--- src/sv/pxd_pkg.sv ---
// Types and constants shared by the fingerprint dedup block.
package pxd_pkg;

    // Fingerprint table geometry; the slot is the fingerprint's low bits,
    // so the depth is a power of two.
    localparam int TABLE_DEPTH = 16384;
    localparam int IDX_W       = $clog2(TABLE_DEPTH);

    // Saturation point of the per-packet byte counter.
    localparam logic [15:0] POS_MAX = 16'hFFFF;

    // Reset values of the configuration registers.
    localparam logic [7:0]  HEADER_SKIP_RST = 8'd54;
    localparam logic [15:0] MIN_LEN_RST     = 16'd128;

    // Configuration port geometry and register indexes.
    localparam int CFG_IDX_W  = 1;
    localparam int CFG_DATA_W = 16;
    localparam logic [CFG_IDX_W-1:0] CFG_HEADER_SKIP = 1'b0;
    localparam logic [CFG_IDX_W-1:0] CFG_MIN_LEN     = 1'b1;

    // One input beat.
    typedef struct packed {
        logic [7:0] data_byte;
        logic       last_byte;
    } pxd_in_t;

    // One result beat.
    typedef struct packed {
        logic [31:0] fingerprint;
        logic        was_hit;
        logic        was_stored;
        logic [31:0] total_hits;
        logic [31:0] total_used;
    } pxd_out_t;

    // Table lookup request issued at the end of a checked packet.
    typedef struct packed {
        logic        valid;
        logic [31:0] fp;
    } pxd_req_t;

endpackage

--- src/sv/pxd_fold.sv ---
// Per-packet byte counter, header skip, word assembly and XOR fold.
module pxd_fold (
    input  logic            clk,
    input  logic            rst_n,
    input  logic            in_accept,
    input  pxd_pkg::pxd_in_t in_data,
    input  logic [7:0]      header_skip,
    input  logic [15:0]     min_packet_len,
    output pxd_pkg::pxd_req_t req
);
    import pxd_pkg::*;

    logic [15:0] pos_reg;
    logic [15:0] pos_next;
    logic [23:0] partial_reg;
    logic [23:0] partial_next;
    logic [31:0] fold_reg;
    logic [31:0] fold_next;
    logic        absorb;
    logic [15:0] offset;
    logic [1:0]  lane;

    // Fold the current byte into the word being assembled.
    always_comb
    begin
        partial_next = partial_reg;
        fold_next    = fold_reg;
        absorb       = (pos_reg != POS_MAX) && (pos_reg >= {8'd0, header_skip});
        offset       = pos_reg - {8'd0, header_skip};
        lane         = offset[1:0];
        if (absorb)
        begin
            if (lane == 2'd3)
            begin
                fold_next    = fold_reg ^ {in_data.data_byte, partial_reg};
                partial_next = '0;
            end
            else
            begin
                partial_next = partial_reg | (24'(in_data.data_byte) << {lane, 3'b000});
            end
        end
        pos_next = (pos_reg == POS_MAX) ? pos_reg : pos_reg + 16'd1;
    end

    // A final byte of a long enough packet asks for a table lookup.
    always_comb
    begin
        req.valid = in_accept && in_data.last_byte && (pos_next >= min_packet_len);
        req.fp    = fold_next;
    end

    // Packet state; it returns to zero at every packet end.
    always_ff @(posedge clk or negedge rst_n)
    begin
        if (!rst_n)
        begin
            pos_reg     <= '0;
            partial_reg <= '0;
            fold_reg    <= '0;
        end
        else if (in_accept)
        begin
            if (in_data.last_byte)
            begin
                pos_reg     <= '0;
                partial_reg <= '0;
                fold_reg    <= '0;
            end
            else
            begin
                pos_reg     <= pos_next;
                partial_reg <= partial_next;
                fold_reg    <= fold_next;
            end
        end
    end

endmodule

--- config.mk ---
export PLATFORM = sky130hd
export DESIGN_NAME = pxd_fold
export DESIGN_NICKNAME = d
export VERILOG_FILES = /design/src/sv/pxd_pkg.sv /design/src/sv/pxd_fold.sv
export SDC_FILE = /design/constraint.sdc
export NUM_CORES = 1
export LEC_CHECK = 0
export BUFFER_PORTS_ARGS = -buffer_cell sky130_fd_sc_hd__clkbuf_2
export CELL_PAD_IN_SITES_DETAIL_PLACEMENT = 0
export CELL_PAD_IN_SITES_GLOBAL_PLACEMENT = 2
export CORE_MARGIN = 5
export CORE_UTILIZATION = 32
export DETAILED_ROUTE_END_ITERATION = 8
export MAX_ROUTING_LAYER = met4
export PLACE_DENSITY_LB_ADDON = 0.2
export SYNTH_ARGS = -nofsm -noshare
export SYNTH_HDL_FRONTEND = slang
export SYNTH_SLANG_ARGS = --single-unit
export TNS_END_PERCENT = 30
--- constraint.sdc ---
create_clock -name clk -period 2.8 [get_ports clk]
set_clock_uncertainty 0.15 [all_clocks]
set_input_delay 0 -clock clk [delete_from_list [all_inputs] [get_ports clk]]
set_output_delay 0 -clock clk [all_outputs]
set_load 0.01 [all_outputs]
Word level (Yosys, flattened, before mapping)
Cells that the tools add are included.
{ "classes": {"n_bitwise": 2, "add_sub_neg": 2, "order_cmp": 2, "reduce_logical": 5, "muxes": 8, "n_eq_ne": 3, "shifts": 1} }
{ "ops": {"columns": ["operator", "count"], "rows": [
  ["$mux W32", 3],
  ["$mux W24", 3],
  ["$mux W16", 2],
  ["$xor A32 B32 Y32", 1],
  ["$or A24 B24 Y24", 1],
  ["$shl A8 B5 Y24", 1],
  ["$add A16 B1 Y16 const B", 1],
  ["$eq A16 B16 Y1 const B", 1],
  ["$ge A16 B16 Y1", 1],
  ["$ge A16 B8 Y1", 1],
  ["$ne A16 B16 Y1 const B", 1],
  ["$logic_and A1 B1 Y1", 3],
  ["$eq A2 B2 Y1 const B", 1],
  ["$reduce_and A2 Y1", 1],
  ["$reduce_bool A2 Y1", 1],
  ["$sub A2 B2 Y2", 1]
]} }
{ "word_totals": {"in_bits": 36, "word_cells": 26, "out_inout_bits": 33, "reg_bits": 72} }

Longest topological paths before layout
{ "logic_depth": {"word_depth": 6, "mapped_depth": 13, "ltp_nobuf": 12} }

Least setup slack after synthesis
Ideal clock, no wire load.
{ "synth_timing": {"path_kind": "register -> output", "from": "reg pos_reg[1]", "to": "out req[32] (netlist name)", "arrival_ns": 2.794, "path_stages_with_launch": 12, "slack_ns": -0.144, "required_ns": 2.650, "path_buffers": 1, "cell_sequence": "dfrtp_1 > ha_1 > and3_1 > and4_1 > buf_2 > nor3b_1 > nand3_1 > xnor2_1 > ha_1 > a211oi_1 > nor2_1 > o31a_1"} }
{ "synth_rtl": {"columns": ["element", "line", "source"], "rows": [
  ["start, declared", "pxd_fold.sv:13", "logic [15:0] pos_reg;"],
  ["start signal, assigned", "pxd_fold.sv:72", "pos_reg <= pos_next;"],
  ["end, declared", "pxd_fold.sv:9", "output pxd_pkg::pxd_req_t req"]
]} }

==> flow_metrics.env <==
export IMPL_r2r_start="pos_reg[0]"
export IMPL_grt_use_total_pct=17.57
export IMPL_rr_worst_depth=12
export IMPL_overflow=0
export IMPL_globalplace_congestion=0.8751
export IMPL_grt_pass1_vias=4666
export IMPL_vias=4555
export IMPL_largest_reg_flops=32
export IMPL_final_nets=731
export IMPL_violations="setup timing"
export IMPL_wl_per_cell_um=17.55
export IMPL_drv_slew=0
export IMPL_ys_flop_type="dfrtp_1"
export IMPL_hold_path_depth=4
export IMPL_crit_type="reg -> out"
export IMPL_p_int_mw=2.199
export IMPL_arrival_ns=2.92
export IMPL_timing_rr_end="fold_reg[11]"
export IMPL_dieArea_um2=17420
export IMPL_synth_area_leaders="dfrtp_1 (38%), xnor2_1 (7.4%), ha_1 (6.6%), nand2_1 (5.4%), inv_1 (4.7%)"
export IMPL_drt_first_iter_violations=216
export IMPL_critical_path_required_ns=2.65
export IMPL_fillers=1451
export IMPL_cts_made_buffers=9
export IMPL_drive_gt1_share_pct=34.32
export IMPL_synth_top_area_share_pct=37.83
export IMPL_start_util_pct=32.64
export IMPL_cts_tree="built"
export IMPL_dieWidth_um=132.0
export IMPL_syn_area_um2=4762
export IMPL_finalSetupViolations=31
export IMPL_rsz0062_at_grt="true"
export IMPL_crit_fanout=4
export IMPL_clock_fmax_mhz=326.2
export IMPL_root_buffer="clkbuf_16"
export IMPL_syn_num_nets=604
export IMPL_fin_total_pwr_mw=3.238
export IMPL_grt_pass1_wl_um=24180
export IMPL_period_needed_ns=3.066
export IMPL_fp_dieH_um=132.0
export IMPL_synth_edff_count=0
export IMPL_rows=44
export IMPL_p_leak_nw=3.328
export IMPL_finish_utilization_pct=45.34
export IMPL_drc=0
export IMPL_grt_max_degree=43
export IMPL_finalWirelength_um=15040
export IMPL_pwr_share_seq_pct=42.9
export IMPL_cellPowerDensity_nw_per_um2=489.5
export IMPL_clkLatencyLatePin_ns=0.34
export IMPL_max_cap_violations=0
export IMPL_ys_seq_area_share_pct=37.83
export IMPL_comb_power_share_pct=24.2
export IMPL_antenna_found_initial=0
export IMPL_post_route_period_util_pct=109.5
export IMPL_ir_drop_mv=0.2854
export IMPL_setup_ws_ns=-0.2655
export IMPL_diodes=0
export IMPL_yosysTopAreaCell="dfrtp_1"
export IMPL_io_pins=69
export IMPL_r2r_slack_ns=0.04
export IMPL_min_to="pos_reg[9]"
export IMPL_p_sw_share_pct=32.10
export IMPL_cts_num_sinks=72
export IMPL_via_per_inst=5.315
export IMPL_clockPowerShare_pct=32.9
export IMPL_multi_input_area_um2=3022
export IMPL_ys_types=49
export IMPL_status="complete, but fails checks"
export IMPL_postRouteAntennaNets=0
export IMPL_htree_levels=3
export IMPL_yosys_warnings=0
export IMPL_areaGrowthSynthToFinish_pct=38.91
export IMPL_tightest_slew_ns=0.7661
export IMPL_cts_path_max_buffers=2
export IMPL_core_um2=14590
export IMPL_relSlewSlack_pct=48.93
export IMPL_drtPass1Iterations=4
export IMPL_min_from="in_accept"
export IMPL_hold_class="in -> reg"
export IMPL_setup_worst_path_start_class="flop"
export IMPL_clkTransAtPathRegs_ns=0.05
export IMPL_port_buffers=68
export IMPL_syn_avg_cell_area_um2=8.786
export IMPL_ys_ff_latch=72
export IMPL_syn_inst=542
export IMPL_hold_viol_final=0
export IMPL_power_switching_mw=1.040
export IMPL_dpl_hpwl_um=10410
export IMPL_async_reset_ff_share_pct=100.0
export IMPL_seq_area_um2=1802
export IMPL_endpoint_kind="primary output"
-- synthesized netlist by cell type, drive strengths merged (3+ instances only) --
| cell type | instances |
|---|---|
| nand2 | 74 |
| dfrtp | 72 |
| inv | 61 |
| xnor2 | 40 |
| o311ai | 31 |
| a21oi | 28 |
| ha | 25 |
| nor2 | 24 |
| o211ai | 24 |
| o21ai | 21 |
| clkbuf | 18 |
| nand3 | 12 |
| nand4 | 12 |
| nor2b | 12 |
| buf | 10 |
| nor4 | 9 |
| a311o | 8 |
| a22o | 7 |
| a211oi | 6 |
| nor3 | 6 |
| o31ai | 6 |
| a21o | 4 |
| a31oi | 4 |
| and4 | 4 |
| or3 | 3 |
| xor2 | 3 |
-- cell families (layout without fill, tap and decap cells) --
group	after synthesis	after routing	share of synthesized area (%)
fa+ha+maj	26	26	6.989
xor+xnor	43	43	7.909
flops	72	72	37.84
compound gates	148	148	22.83
simple gates	162	162	16.29
mux	1	1	0.2365
buf+inv	90	221	7.908
-- how the worst max path moves through the flow --
stage / from / to / slack, ns / cells after the start
global route: pos_reg[0] / req[32] / -0.44 / 13
detailed placement: pos_reg[0] / req[32] / -0.07 / 13
finish: pos_reg[0] / req[32] / -0.27 / 13
global placement: pos_reg[0] / req[32] / -0.05 / 13
floorplan: pos_reg[1] / req[32] / 0.01 / 11
CTS: pos_reg[0] / req[32] / -0.25 / 13
-- per-layer routing --
layer	track usage (%)	routed length (um)
met5	-	0
met4	4.800	204
met3	3.130	565
met2	28.78	7292
met1	22.38	6976
-- per-stage QoR --
stage / setup TNS (ns) / cell area [um2] / setup WS, ns / hold slack (ns) / instances
floorplan: 0 / 4770 / 0.009845 / -0.4456 / 542
global placement: -0.05426 / 5599 / -0.05426 / -0.03270 / 813
detailed placement: -0.06799 / 5599 / -0.06799 / -0.02116 / 813
CTS: -6.580 / 6186 / -0.2520 / 0.08866 / 846
global route: -5.673 / 6615 / -0.4400 / 0.1350 / 857
finish: -2.056 / 6615 / -0.2655 / 0.09950 / 857
-- cell type report --
cell class / instances / share of cell area, %
Multi-Input combinational cell: 380 / 45.68
Sequential cell: 72 / 27.24
Timing Repair Buffer: 144 / 16.08
Clock buffer: 12 / 3.726
Inverter: 62 / 3.518
Tap cell: 184 / 3.480
Clock inverter: 3 / 0.2837
-- timing repair --
action	4_1_cts	5_1_grt
setup buffers	6	12
setup endpoints to repair	33	65
endpoints found under the hold margin	63	0
pin swaps	7	31
resized for setup	28	104
hold buffers	10	0
gates cloned	2	1
-- power by group through the flow --
stage | Clock [mW] | Combinational [mW] | Sequential [mW]
3_3_place_gp | 0 | 0.695 | 1.36
5_1_grt | 1.14 | 0.870 | 1.42
2_1_floorplan | 0 | 0.428 | 1.34
3_5_place_dp | 0 | 0.707 | 1.37
4_1_cts | 1.09 | 0.739 | 1.36
6_report | 1.07 | 0.782 | 1.39
-- critical path: stages, from the launching register on --
cell and delay [ns]:
dfrtp_1 0.41, ha_2 0.20, and3_4 0.19, nand2_2 0.07, or3_4 0.37, nand2_1 0.08
nand2_1 0.07, ha_1 0.29, a21oi_2 0.14, nor2b_1 0.07, o21ai_2 0.19, a21oi_2 0.07
o31a_1 0.28, buf_2 0.14
-- layout by cell type (no fill, tap or decap), types with 11 or more instances in the layout --
master | Yosys | layout
xnor2_1 | 40 | 19
a21oi_1 | 27 | 20
o21ai_0 | 20 | 18
nor2b_1 | 12 | 11
xnor2_2 | 0 | 21
nor2_1 | 24 | 24
nand2_2 | 5 | 12
buf_4 | 3 | 53
dfrtp_1 | 72 | 72
ha_1 | 25 | 23
o311ai_1 | 25 | 25
nand4_1 | 12 | 12
nand2_4 | 0 | 15
o211ai_1 | 24 | 24
buf_2 | 4 | 30
clkbuf_2 | 0 | 38
nand3_1 | 12 | 11
nand2_1 | 69 | 47
inv_1 | 60 | 58
Power figures use the tool's default switching activity.
